## config.mk

```make
export PLATFORM = sky130hd
export DESIGN_NAME = lgr_rule
export DESIGN_NICKNAME = d
export VERILOG_FILES = /design/src/hw/rtl/lgr_pkg.sv /design/src/hw/rtl/lgr_rule.sv
export SDC_FILE = /design/constraint.sdc
export NUM_CORES = 1
export LEC_CHECK = 0
export BUFFER_PORTS_ARGS = -buffer_cell sky130_fd_sc_hd__buf_2
export CAP_MARGIN = 20
export CORE_UTILIZATION = 50
export DETAILED_ROUTE_END_ITERATION = 6
export GPL_ROUTABILITY_DRIVEN = 0
export PLACE_DENSITY = 0.84
export SLEW_MARGIN = 25
export SYNTH_ARGS = -nofsm -noshare
export SYNTH_HDL_FRONTEND = slang
export SYNTH_SLANG_ARGS = --single-unit
```

## constraint.sdc

```tcl
create_clock -name vclk -period 3.1
set_input_delay 0.155 -clock vclk [all_inputs]
set_output_delay 0.155 -clock vclk [all_outputs]
set_load 0.1 [all_outputs]
```

## src/hw/rtl/lgr_pkg.sv

```systemverilog
// ----------------------------------------------------------------------------
// lgr_pkg: shared types and constants for the life automaton grid
// Board geometry, rule counts, command and register codes, ring control.
// ----------------------------------------------------------------------------
package lgr_pkg;

    localparam int MAX_WIDTH  = 64;
    localparam int MAX_HEIGHT = 64;

    // width of the board size registers (holds 0..127)
    localparam int DIM_W     = 7;
    localparam int COL_W     = $clog2(MAX_WIDTH);
    localparam int ROW_W     = $clog2(MAX_HEIGHT);
    localparam int COUNT_W   = 4;

    localparam logic [COUNT_W-1:0] SURVIVE_COUNT = COUNT_W'(2);
    localparam logic [COUNT_W-1:0] BIRTH_COUNT   = COUNT_W'(3);

    localparam logic [DIM_W-1:0] RESET_WIDTH  = DIM_W'(10);
    localparam logic [DIM_W-1:0] RESET_HEIGHT = DIM_W'(10);

    typedef logic [MAX_WIDTH-1:0] row_word_t;

    typedef enum logic [1:0] {
        CMD_WRITE  = 2'd0,
        CMD_EVOLVE = 2'd1,
        CMD_READ   = 2'd2,
        CMD_CLEAR  = 2'd3
    } cmd_t;

    typedef enum logic [1:0] {
        REG_BOARD_WIDTH  = 2'd0,
        REG_BOARD_HEIGHT = 2'd1
    } reg_index_t;

    typedef enum logic [1:0] {
        ST_IDLE,
        ST_SEEK,
        ST_EVOLVE,
        ST_FINISH
    } state_t;

    // control broadcast to every row cell of the ring
    typedef struct packed {
        logic shift;
        logic clear;
    } ring_ctl_t;

endpackage

```

## src/hw/rtl/lgr_rule.sv

```systemverilog
// ----------------------------------------------------------------------------
// lgr_rule: next generation of one row under rule B3/S23
// Counts the eight neighbors of every column lane from three row words.
// ----------------------------------------------------------------------------
module lgr_rule
    import lgr_pkg::*;
(
    input  row_word_t prev_row,
    input  row_word_t cur_row,
    input  row_word_t next_row,
    input  row_word_t col_mask,
    output row_word_t new_row
);

    row_word_t p_m, c_m, n_m;

    always_comb begin
        logic [COUNT_W-1:0] cnt;
        p_m = prev_row & col_mask;
        c_m = cur_row  & col_mask;
        n_m = next_row & col_mask;
        new_row = cur_row;
        for (int x = 0; x < MAX_WIDTH; x++) begin
            cnt = COUNT_W'(p_m[x]) + COUNT_W'(n_m[x]);
            if (x > 0) begin
                cnt = cnt + COUNT_W'(p_m[x-1]) + COUNT_W'(c_m[x-1]) + COUNT_W'(n_m[x-1]);
            end
            if (x < MAX_WIDTH - 1) begin
                cnt = cnt + COUNT_W'(p_m[x+1]) + COUNT_W'(c_m[x+1]) + COUNT_W'(n_m[x+1]);
            end
            // columns beyond the board keep their value
            if (col_mask[x]) begin
                new_row[x] = (cnt == BIRTH_COUNT) || (cur_row[x] && cnt == SURVIVE_COUNT);
            end
        end
    end

endmodule

```

* Word-level counts from Yosys, hierarchy flattened
Cells that the tools add are included.
** Operators by class
- Multiplexer cells :: 64
- Equality and inequality tests :: 128
- Reductions and logical operators :: 128
- Add/sub/neg operators :: 442
- Bitwise gates (word level) :: 3
** Operator list (number)
- adder 4 x 1 -> 4 bit :: 250
- == test 4 x 2 -> 1 bit, second input constant :: 128
- adder 3 x 1 -> 4 bit :: 64
- adder 2 x 1 -> 3 bit :: 64
- bitwise AND 64 bit :: 3
- adder 1 x 1 -> 2 bit :: 64
- logical AND 1 bit :: 64
- logical OR 1 bit :: 64
- 2-to-1 mux 1 bit :: 64
** Word-level totals
- Input bits :: 256
- Flip-flop bits (word level) :: 0
- Word-level logic and storage cells :: 765
- Output and inout port bits :: 64

* Depth between registers and ports, before layout
- Depth after elaboration :: 12
- Gate-level depth with buffers :: 12

* Least setup slack after synthesis
Ideal clock, no wire load.
- Path type :: input to output
- From :: in col_mask[1]
- To :: out new_row[1]
- Cell stages on the path :: 11
- Arrival :: 4.509 ns
- Data required time :: 2.945 ns
- Setup slack :: -1.564 ns
- Cell sequence :: and2_1 > fa_1 > inv_1 > fa_1 > inv_1 > fa_1 > ha_1 > fa_1 > nand4b_1 > a21o_1 > a31oi_1
** Between the ends
- Word-level cells in the longest chain between the ends :: 12
- Elaborated cells between the ends (all ways) :: 14
- Those cells by class :: add/sub: 7; eq/ne: 2; mux: 1; bitwise: 2; reduce/logical: 2
** Ends and longest elaborated chain
- start: declaration :: RTL line lgr_rule.sv:11 : input row_word_t col_mask,
- bitwise AND 64 bit, on equally long branches :: RTL line lgr_rule.sv:19, lgr_rule.sv:21
- adder 1 x 1 -> 2 bit :: RTL line lgr_rule.sv:24 : cnt = COUNT_W'(p_m[x]) + COUNT_W'(n_m[x]);
- adder 2 x 1 -> 3 bit :: RTL line lgr_rule.sv:26 : cnt = cnt + COUNT_W'(p_m[x-1]) + COUNT_W'(c_m[x-1]) + COUNT_W'(n_m[x-1]);
- adder 3 x 1 -> 4 bit :: RTL line lgr_rule.sv:26
- adder 4 x 1 -> 4 bit :: RTL line lgr_rule.sv:26
- adder 4 x 1 -> 4 bit (3 in series) :: RTL line lgr_rule.sv:29 : cnt = cnt + COUNT_W'(p_m[x+1]) + COUNT_W'(c_m[x+1]) + COUNT_W'(n_m[x+1]);
- == test 4 x 2 -> 1 bit :: RTL line lgr_rule.sv:33 : new_row[x] = (cnt == BIRTH_COUNT) || (cur_row[x] && cnt == SURVIVE_COUNT);
- logical AND 1 bit :: RTL line lgr_rule.sv:33
- logical OR 1 bit :: RTL line lgr_rule.sv:33
- 2-to-1 mux 1 bit * :: RTL line lgr_rule.sv:32 : if (col_mask[x]) begin
- end: declaration :: RTL line lgr_rule.sv:12 : output row_word_t new_row
Mark *: on every way between the ends. The rest lies on a longest branch, timed or not.

* Worst setup path after layout
- From :: in prev_row[15]
- To :: out new_row[16]
** Between the ends
- Word-level cells in the longest chain between the ends :: 11
- Elaborated cells between the ends (all ways) :: 12
- Those cells by class :: add/sub: 6; eq/ne: 2; mux: 1; bitwise: 1; reduce/logical: 2
** Ends and longest elaborated chain
- start: declaration :: RTL line lgr_rule.sv:8 : input row_word_t prev_row,
- bitwise AND 64 bit * :: RTL line lgr_rule.sv:19 : p_m = prev_row & col_mask;
- adder 2 x 1 -> 3 bit * :: RTL line lgr_rule.sv:26
- adder 3 x 1 -> 4 bit * :: RTL line lgr_rule.sv:26
- adder 4 x 1 -> 4 bit * :: RTL line lgr_rule.sv:26
- adder 4 x 1 -> 4 bit * (3 in series) :: RTL line lgr_rule.sv:29
- == test 4 x 2 -> 1 bit :: RTL line lgr_rule.sv:33
- logical AND 1 bit :: RTL line lgr_rule.sv:33
- logical OR 1 bit * :: RTL line lgr_rule.sv:33
- 2-to-1 mux 1 bit * :: RTL line lgr_rule.sv:32
Marked as above.

==> metrics.txt <==
post-route cell area=between 15,000 and 20,000 sq um; Max Clock Freq=0.263 GHz; MaxCap Viol Count=0; setup ws final=-0.698 ns; count leader, synth=fa_1; DRT met1 WL=between 10,000 and 15,000 um; Post-Synth Adder-Cell Area=between 60% and 70%; Routed WL per cell=21.8 um; initial antenna violation count=7; largest family of logic cells by synthesized area=adder cells; Netlist cell types=12; Die Y-Extent=about 150 um; vias in the first global route=around 13,000; first-pass GRT wire length=roughly 62,000 um; Critical Path AT=3.64 ns; placed insts=roughly 1,900; Leakage=0.00861 uW; largest net degree at the start of global routing=6; DRT iter0 DRCs=451; Initial Util=51.5%; Max FO, Critical Path=3; met3 WL post-DR=2670 um; Placed Instance Area=about 17,000 sq um; period utilization=123%; actual slew at the worst max-slew pin=a little under 0.5 ns; Startpoint Class=primary input; port bufs=320; hpwl dp=between 30,000 and 40,000 um; crit path cell chain=buf_2 > and2_4 > fa_1 > fa_1 > fa_1 > ha_2 > fa_1 > or3b_4 > a31oi_4 > buf_12; Die Width=about 150 um; synth-to-layout area growth=63.8%; WL met2=between 20,000 and 25,000 um; Post-Syn Instances=1,003; Synth Area in XOR/XNOR=0%; syn avg cell area=between 10 and 15 sq um; cell mode on critical path=fa_1; status=complete, but fails checks; core box area=approximately 21,000 sq um; drt drc=0; area leader, netlist=fa_1; failing checks=negative setup slack; total global routing overflow=0; Synth area leaders=fa_1, ha_1, and2_1; Crit path largest cell delay=0.62 ns; slew margin rel.=68.1%; Layout Nets=~2,300; Ports=320; Slew Viols, Final=0; clock buf count=0; syn nets=roughly 1,700; WL final=between 40,000 and 50,000 um; Cell Pwr Density=between 400 and 500 nW/um^2; CP Capture Type=primary output; std cell rows=53; share of cells above drive strength 1=between 50% and 60%; Yosys top cell area share=a little under half; # setup viols final=62; clock period minus worst slack=~3.8 ns; simple-gate area share of the yosys netlist=20.6%; overall routing resource usage=a little over a third; top layer in use=met4; Non-Filler Instances=1,874; required time of the critical path=2.94 ns; portion of netlist area occupied by mux cells=0%; FF/Latch Area=0 sq um; DRT antenna net count=0; sequential area share after synthesis=0%; type of the worst setup path=primary input to primary output; die area=22,400 sq um; Pre-antenna DRT Iters=5; FFs & Latches=0; via count=approximately 11,000; YS warnings=0; worst min-delay path class=primary input to primary output; maximum VDD drop=~0.35 mV; Hold Fails Final Rpt=0; RSZ-0062 raised after global routing=true; CTS Hold Bufs=0; Slowest-stage cell, CP=fa_1; Vias/cell=5.98; area fraction in compound gates after synthesis=between 10 and 15%; Synth Cell Area=10,900 sq um; synth cell count leaders=fa_1, ha_1, and2_1
==> path summary, 6_finish.rpt <==
kind | start | endpoint | depth (start not counted)
hold / removal | col_mask[33] | new_row[33] | 4
setup / recovery | prev_row[15] | new_row[16] | 10
==> cell type report <==
| class | instances | area, sq um |
|---|---|---|
| inverters | 18 | 67.6 |
| multi-input cells | 985 | 12200 |
| fillers | 926 | 3320 |
| repair buffers | 587 | 5160 |
| diodes | 9 | 22.5 |
| well taps | 275 | 344 |
==> cells in the final DEF, fill, tap and decap left out, types with 11 or more instances in the layout <==
master	n
a21oi_1	64
a31oi_4	62
buf_6	75
or3b_4	25
buf_8	17
buf_12	62
ha_2	60
a21o_1	62
buf_2	173
and2_4	97
and2_1	89
nor2_1	37
fa_1	251
nand4b_1	62
ha_1	126
nand2_1	43
inv_1	11
buf_4	260
==> per-layer routing <==
layer,vias to the layer above,GRT usage [%]
met5,-,0
li1,4800,-
met3,264,5.37
met4,0,22.6
met2,632,65.6
met1,5505,35.5
==> worst max-delay path: cells and delay by family <==
family	cells	cell delay, ns
AOI/OAI and AO/OA	1	0.19
buffers and inverters	2	0.32
adders and majority gates	5	2.38
and+or+nand+nor	2	0.59
==> kinds of logic (layout without fill, tap and decap cells) <==
logic type / after synthesis / in the layout
other: 0 / 9
and+or+nand+nor: 355 / 355
buffers and inverters: 18 / 605
AOI/OAI and AO/OA: 190 / 190
adders and majority gates: 440 / 440
==> timing repair <==
item                       in CTS  in global routing
buffers inserted                1                  6
cloned                          0                  0
gates resized for setup       124                 38
pin swaps                      97                 44
setup endpoints to repair      62                 62
==> power by group <==
part / total, uW / internal, uW / switching (uW)
sequential: 0 / 0 / 0
clock: 0.000389 / 0.000389 / 0
combinational: 7160 / 3070 / 4090
==> through the flow <==
stage	hold WS [ns]	total power, uW	setup WS, ns	setup TNS (ns)	util (%)
final	0.754	7160	-0.698	-25.29	84.3
after global routing	0.763	7630	-0.737	-29.90	84.3
after CTS	0.744	6870	-0.558	-23.71	83.3
after detailed placement	0.774	6760	-0.575	-25.86	80.6
after global placement	0.763	6410	-0.482	-21.78	80.6
after floorplan	0.575	4530	-0.566	-24.68	-
Note: power is estimated with default switching activity, not from simulation.
