`src/hw/rtl/lgr_pkg.sv`:
```
// ----------------------------------------------------------------------------
// lgr_pkg: shared types and constants for the life automaton grid
// Board geometry, rule counts, command and register codes, ring control.
// ----------------------------------------------------------------------------
package lgr_pkg;

    localparam int MAX_WIDTH  = 64;
    localparam int MAX_HEIGHT = 64;

    // width of the board size registers (holds 0..127)
    localparam int DIM_W     = 7;
    localparam int COL_W     = $clog2(MAX_WIDTH);
    localparam int ROW_W     = $clog2(MAX_HEIGHT);
    localparam int COUNT_W   = 4;

    localparam logic [COUNT_W-1:0] SURVIVE_COUNT = COUNT_W'(2);
    localparam logic [COUNT_W-1:0] BIRTH_COUNT   = COUNT_W'(3);

    localparam logic [DIM_W-1:0] RESET_WIDTH  = DIM_W'(10);
    localparam logic [DIM_W-1:0] RESET_HEIGHT = DIM_W'(10);

    typedef logic [MAX_WIDTH-1:0] row_word_t;

    typedef enum logic [1:0] {
        CMD_WRITE  = 2'd0,
        CMD_EVOLVE = 2'd1,
        CMD_READ   = 2'd2,
        CMD_CLEAR  = 2'd3
    } cmd_t;

    typedef enum logic [1:0] {
        REG_BOARD_WIDTH  = 2'd0,
        REG_BOARD_HEIGHT = 2'd1
    } reg_index_t;

    typedef enum logic [1:0] {
        ST_IDLE,
        ST_SEEK,
        ST_EVOLVE,
        ST_FINISH
    } state_t;

    // control broadcast to every row cell of the ring
    typedef struct packed {
        logic shift;
        logic clear;
    } ring_ctl_t;

endpackage

```
`src/hw/rtl/lgr_cell.sv`:
```
// ----------------------------------------------------------------------------
// lgr_cell: one row cell of the board ring
// Holds one row word; takes the word of its neighbor on a shift, drops it on clear.
// ----------------------------------------------------------------------------
module lgr_cell
    import lgr_pkg::*;
(
    input  logic      aclk,
    input  logic      aresetn,
    input  ring_ctl_t ctl,
    input  row_word_t d_in,
    output row_word_t q
);

    row_word_t row_reg;

    always_ff @(posedge aclk) begin
        if (!aresetn || ctl.clear) begin
            row_reg <= '0;
        end else if (ctl.shift) begin
            row_reg <= d_in;
        end
    end

    assign q = row_reg;

endmodule

```
`config.mk`:
```
export PLATFORM = sky130hd
export DESIGN_NAME = lgr_cell
export DESIGN_NICKNAME = d
export VERILOG_FILES = /design/src/hw/rtl/lgr_pkg.sv /design/src/hw/rtl/lgr_cell.sv
export SDC_FILE = /design/constraint.sdc
export NUM_CORES = 1
export LEC_CHECK = 0
export ABC_AREA = 0
export BUFFER_PORTS_ARGS = -buffer_cell sky130_fd_sc_hd__buf_4
export CAP_MARGIN = 20
export CORE_AREA = 3 3 78 80
export DETAILED_ROUTE_END_ITERATION = 10
export DIE_AREA = 0 0 81 83
export PLACE_DENSITY_LB_ADDON = 0.1
export SLEW_MARGIN = 20
export SYNTH_ARGS = -nofsm -noshare
export SYNTH_HDL_FRONTEND = slang
export SYNTH_SLANG_ARGS = --single-unit
```
`constraint.sdc`:
```
create_clock -name aclk -period 0.8 [get_ports aclk]
set_input_delay 0.04 -clock aclk [delete_from_list [all_inputs] [get_ports aclk]]
set_output_delay 0.04 -clock aclk [all_outputs]
set_load 0.02 [all_outputs]
```
; ---- Word-level counts from Yosys, hierarchy flattened
; Cells that the tools add are included.
[totals]
word_cells = 3
inputBits = 68
output_inout_bits = 64
regBits = 64
[classes]
n_reduce_logical = 2
[op_table]
columns = operator, count
row1 = $logic_not 1->1, 1
row2 = $logic_or 1x1->1, 1

; ---- Logic depth before layout (Yosys ltp)
; Gate-level depths: netlist of run 1.
[logic_depth]
word_depth = 2
depth_mapped = 4
depth_no_buf = 2

; ---- Worst setup path after synthesis of run 1
; Ideal clock, no wire load.
[synth_timing]
kind = input to register
start = input port ctl[1] (netlist name)
end = register row_reg[0] (netlist: q[0])
required_ns = 0.683
setup_slack_ns = 0.116
setup_time_ns = 0.117
arrival_time_ns = 0.566
stages = 4
n_path_buf = 2
cell_sequence = buf_6 > buf_8 > mux2i_1 > nor2_1
[synth_rtl]
columns = element, line_no
row1 = "start, declared", lgr_cell.sv:10  ; input ring_ctl_t ctl,
row2 = "end signal, assigned", lgr_cell.sv:21  ; row_reg <= d_in;
row3 = "end, declared", lgr_cell.sv:15  ; row_word_t row_reg;

; ---- Worst setup path in the final report of run 1
[layout_timing]
start = register row_reg[27] (netlist: q[27])
end = output port q[27]
[layout_rtl]
columns = element, line_no
row1 = "end, declared", lgr_cell.sv:12  ; output row_word_t q
; No word-level cell between the ends.

==> results of run 1 <==
power by group:
group          total (mW)  internal [mW]  switching, mW
Clock                2.82           1.60           1.22
Combinational        1.35          0.828          0.526
Sequential           3.39           3.31         0.0772
Total                7.56           5.74           1.82
through the flow:
stage	setup TNS, ns	hold slack [ns]	setup WS, ns	area (µm²)	power (mW)
finish	-1.25	0.194	-0.0396	4580	7.56
global route	-3.76	0.194	-0.0780	4580	7.91
CTS	-1.74	0.183	-0.0377	4540	7.55
detailed placement	-0.0280	0.280	-0.0111	3360	4.41
global placement	0	0.270	0.0111	3360	4.39
floorplan	0	0.187	0.116	2300	3.92
layer usage:
layer | GRT usage, % | up-vias | share of wire, % | wire length [µm]
met3 | 8.24 | 18 | 7.3 | 548
li1 | - | 1089 | - | -
met5 | 0 | - | 0 | 0
met1 | 26.1 | 1028 | 38 | 2880
met2 | 39.2 | 93 | 52 | 3910
met4 | 9.22 | 0 | 2.6 | 193
area by class of cell:
| class | instances | area (µm²) | share of cell area, % |
|---|---|---|---|
| Timing Repair Buffer | 207 | 2030 | 44.3 |
| Sequential cell | 64 | 1360 | 29.7 |
| Multi-Input combinational cell | 129 | 893 | 19.5 |
| Clock buffer | 11 | 151 | 3.30 |
| Tap cell | 72 | 90.1 | 1.97 |
| Clock inverter | 5 | 55.1 | 1.20 |
| Antenna cell | 1 | 2.50 | 0.0546 |
repair_timing:
action / CTS / global route
setup buffers: 1 / 5
hold endpoints to repair: 64 / 0
resized for setup: 128 / 1
hold buffers: 64 / 0
setup endpoints to repair: 64 / 64
cell usage in the layout (no fill, tap or decap), drive strengths merged:
cell	count
dlygate4sd3	64
clkinv	2
nand2b	1
clkbuf	11
buf	143
nor2	64
diode	1
mux2i	64
clkinvlp	2
dfxtp	64
bufinv	1
cells by family (layout without fill, tap and decap cells):
group	count (synthesis)	count (layout)
other cells	0	1
mux	64	64
simple gates	65	65
flops	64	64
buf+inv	14	223
final timing paths:
check                             start  endpoint  cells after the start
worst max-delay path              q[27]     q[27]                      1
worst min-delay path            aresetn     q[54]                      4
worst max register to register    q[20]     q[20]                      3
worst min register to register    q[18]     q[18]                      2
==> flow_summary.yaml, run 1 <==
clock_network:
  clk_pin_slew_ns: 0.07
  worstSkewPairLatency_ns: 0.32
  cts_tree: "yes"
  clock_path_buffers: 2
  ctsRootBufferMaster: "clkbuf_8"
  clock_sinks: 64
  numCtsBuffers: 9
  h-tree-depth: 3
sta:
  fin_skew_ns: 0
  slew_viol_final: 0
  rsz0062_at_grt: "true"
  setup_viol: 64
  fin_crit_ns: 0.840
  fin_crit_sh_pct: 105
  setup_slack_ns: -0.0396
  fmax_mhz: 1190
  relSlewSlack_pct: 85.6
  hold_violations: 0
  worst_pin_slew_ns: 0.211
worst_setup_path:
  slowest_stage: "dfxtp_2"
  cp_num_buf_inv: 1
  crit_fanout: 2
  cpPeakStageDelay_ns: 0.35
  worstPathArrival_ns: 0.80
  cp-start-kind: "flip-flop"
  endpoint_kind: "primary output"
  reg2reg_slack_ns: 0.01
  critPathKind: "reg -> out"
  crit_required_ns: 0.76
  cp_top_family: "flip-flops"
  cp_cell_sequence: "buf_6"
cells_and_area:
  largest_reg_flops: 64
  nets: 479
  final_core_util_pct: 83.7
  area_delta_synth_final_pct: 98.9
  instances_no_fill: 489
  drive_gt1_share_pct: 54.1
  nFillCells: 323
synthesis:
  synthSimpleGateAreaFrac_pct: 10.7
  async_reset_ff_share_pct: 0
  synth_edf_count: 0
  synthTopCellsByArea: "dfxtp_1 56%, mux2i_1 28%, nor2_1 10%, buf_8 3.9%, buf_2 1.3%"
  yosysTopAreaCellShare_pct: 55.6
  syn-num-nets: 275
  synth_top_family_by_area: "multiplexers"
  synth-adder-area-share_pct: 0
  netlist_area_um2: 2300
  ys_ff_latch: 64
  synth-xor-area-share_pct: 0
  synth_compound_area_share_pct: 0
  yosys.area.top_type: "dfxtp_1"
  yosys_warnings: 0
  avgSynthCellArea_um2: 11.1
  seq_area_frac_synth_pct: 55.6
  synth_common_cells: "64 x dfxtp_1, 64 x mux2i_1, 64 x nor2_1"
  ys_types: 8
  syn-instance-count: 207
  synth_ff_type: "dfxtp_1"
  synthMuxAreaShare_pct: 27.8
floorplanning:
  dieArea_um2: 6720
  die_w_um: 81
  rows: 27
  die_h_um: 83
  core_region_area_um2: 5470
  pin_count: 132
  start_util_pct: 42.1
global_routing:
  grt_pass1_wl_mm: 12.0
  track_usage_pct: 23.2
  first_global_vias: 2456
  grt_overflow: 0
  grt_antenna_before_repair: 0
  grt_max_degree: 40
min_path:
  holdCritPathClass: "in -> reg"
place:
  numPortBuffers: 131
  dp_cells: 402
  dp_hpwl_mm: 4.07
  gp_congestion: 0.711
detailed_routing:
  wl_per_cell_um: 15.4
  routed_wl_mm: 7.53
  drtIter0Drc: 55
  via_per_inst: 4.56
  drc_errors: 0
  via_count: 2228
  dr.pass1.iters: 4
  final_antenna_net_count: 0
job:
  maxCapViolCount: 0
power:
  powerDensity_nw_per_um2: 1650
  ir_worst_vdd_mv: 1.35
  p_leak_nw: 2.18
outcome:
  status: "finished with violations"
  failed_checks: "negative setup slack"
(Power assumes the default switching activity.)
==> run 2, diff against run 1 <==
- ABC_AREA: 0 -> 1
- CORE_AREA: 3 3 78 80 -> 3 3 80 82
- DIE_AREA: 0 0 81 83 -> 0 0 83 85
==> flow_summary.yaml, run 2 <==
floorplanning:
  pin_count: 132
  start_util_pct: 44.2
  rows: 28
  die_w_um: 83
  dieArea_um2: 7060
  core_region_area_um2: 5820
  die_h_um: 85
clock_network:
  clk_pin_slew_ns: 0.06
  ctsRootBufferMaster: "clkbuf_8"
  h-tree-depth: 3
  numCtsBuffers: 9
  worstSkewPairLatency_ns: 0.32
  clock_path_buffers: 2
  cts_tree: "yes"
  clock_sinks: 64
worst_setup_path:
  path_depth: 1
  slowest_stage: "dfxtp_2"
  critPathKind: "reg -> out"
  cp-startpoint: "q[44]"
  r2r_cells: 4
  cpPeakStageDelay_ns: 0.35
  cp-start-kind: "flip-flop"
  crit_fanout: 2
  cp_top_family: "flip-flops"
  crit_required_ns: 0.76
  timing.rr.start: "q[0]"
  endpoint_kind: "primary output"
  worstPathArrival_ns: 0.79
  reg2reg_slack_ns: 0.01
  cp_num_buf_inv: 1
  cp_cell_sequence: "buf_6"
sta:
  relSlewSlack_pct: 82.8
  worst_pin_slew_ns: 0.259
  fmax_mhz: 1210
  fin_crit_ns: 0.826
  rsz0062_at_grt: "true"
  fin_crit_sh_pct: 103
  hold_violations: 0
  setup_slack_ns: -0.0262
  slew_viol_final: 0
  fin_skew_ns: 0
  setup_viol: 63
synthesis:
  ys_ff_latch: 64
  synth_ff_type: "dfxtp_1"
  avgSynthCellArea_um2: 9.25
  async_reset_ff_share_pct: 0
  seq_area_frac_synth_pct: 49.8
  synth_common_cells: "98 x nand2_1, 64 x dfxtp_1, 60 x a21oi_2"
  netlist_area_um2: 2570
  ys_types: 11
  synth.most_common_cell: "nand2_1"
  syn-instance-count: 278
  syn-num-nets: 346
  synthTopCellsByArea: "dfxtp_1 50%, a21oi_2 20%, nand2_1 14%, nand2_2 7.5%, buf_12 2.3%"
  yosys_warnings: 0
  yosys.area.top_type: "dfxtp_1"
  synth_edf_count: 0
  yosysTopAreaCellShare_pct: 49.8
global_routing:
  grt_overflow: 0
  grt_pass1_wl_mm: 13.3
  grt_max_degree: 43
  track_usage_pct: 23.4
  first_global_vias: 2744
  grt_antenna_before_repair: 0
detailed_routing:
  via_count: 2671
  dr.pass1.iters: 4
  via_per_inst: 4.72
  drc_errors: 0
  wl_per_cell_um: 14.5
  final_antenna_net_count: 0
  drtIter0Drc: 82
  routed_wl_mm: 8.22
power:
  p_leak_nw: 2.02
  ir_worst_vdd_mv: 1.10
  powerDensity_nw_per_um2: 1460
  p_total_mw: 7.08
cells_and_area:
  drive_gt1_share_pct: 65.6
  fin_area_um2: 4830
  multi_input_area_um2: 1110
  instances_no_fill: 566
  layout_commonest_cell: "nand2_1"
  antenna_cells: 0
  nFillCells: 333
  layout_common_cells: "97 x nand2_1, 85 x buf_4, 64 x dlygate4sd3_1, 64 x buf_6, 64 x dfxtp_2"
  nets: 556
  largest_reg_flops: 64
  area_delta_synth_final_pct: 87.8
  seqCellArea_um2: 1360
min_path:
  min-delay-start: "aresetn"
  hold_depth: 4
  holdCritPathClass: "in -> reg"
outcome:
  failed_checks: "negative setup slack"
  status: "finished with violations"
job:
  maxCapViolCount: 0
place:
  dp_hpwl_mm: 4.41
  numPortBuffers: 131
  placedInstanceArea_um2: 3590
  gp_congestion: 0.710
  dp_cells: 471
run 2: cell count changes after synthesis, moves of 4 or more:
cell / before / now
nand2_1: 0 / 98
mux2i_1: 64 / 0
nor2_1: 64 / 0
a21oi_2: 0 / 60
nand2_2: 0 / 31
buf_2: 6 / 12
a21oi_1: 0 / 4
run 2: per-layer routing:
layer  vias up  wire length [µm]  global-route usage, %
met4         0               108                   6.69
met5         -                 0                      0
met2        90              4420                   42.6
met3        13               507                   7.18
li1       1302                 -                      -
met1      1266              3190                   26.5
run 2: kinds of logic (layout without fill, tap and decap cells):
kind of cell / after synthesis / after routing / synth area share (%)
flops: 64 / 64 / 49.8
simple gates: 129 / 129 / 21.8
buf+inv: 21 / 234 / 7.15
compound gates: 64 / 64 / 21.2
run 2: power by group:
group          total [mW]  switching [mW]  internal (mW)  leakage, nW
Sequential           3.38          0.0741           3.31        0.550
Clock                2.27            1.09           1.17       0.0794
Combinational        1.43           0.635          0.790         1.39
run 2: worst paths after layout:
| check | end |
|---|---|
| setup / recovery | q[44] |
| hold / removal | q[51] |
| setup reg to reg | q[0] |
| hold reg to reg | q[60] |
run 2: layout make-up:
type                            count  area share, %
Clock buffer                       13           3.08
Clock inverter                      1          0.104
Inverter                            2          0.155
Multi-Input combinational cell    193           23.1
Sequential cell                    64           28.2
Tap cell                           75           1.94
Timing Repair Buffer              218           43.5
run 2: metrics by stage:
stage          hold WS [ns]  setup slack [ns]  util [%]  TNS [ns]
6_report              0.201           -0.0262      83.1    -0.531
3_3_place_gp          0.303            0.0724      61.7         0
4_1_cts               0.185           -0.0437      81.3     -1.74
2_1_floorplan         0.180             0.128         -         0
3_5_place_dp          0.304            0.0379      61.7         0
5_1_grt               0.192           -0.0761      83.1     -3.19
run 2: worst register-to-register path, cell delays in order, from the launching register on:
cell     delay [ns]
dfxtp_2        0.32
buf_4          0.13
buf_4          0.12
nand2_2        0.06
a21oi_2        0.04
run 2: what timing repair did:
item	in CTS	in global routing
buffers inserted	4	13
endpoints found under the setup margin	64	64
resized for setup	128	1
hold buffers	64	0
endpoints found under the hold margin	64	0
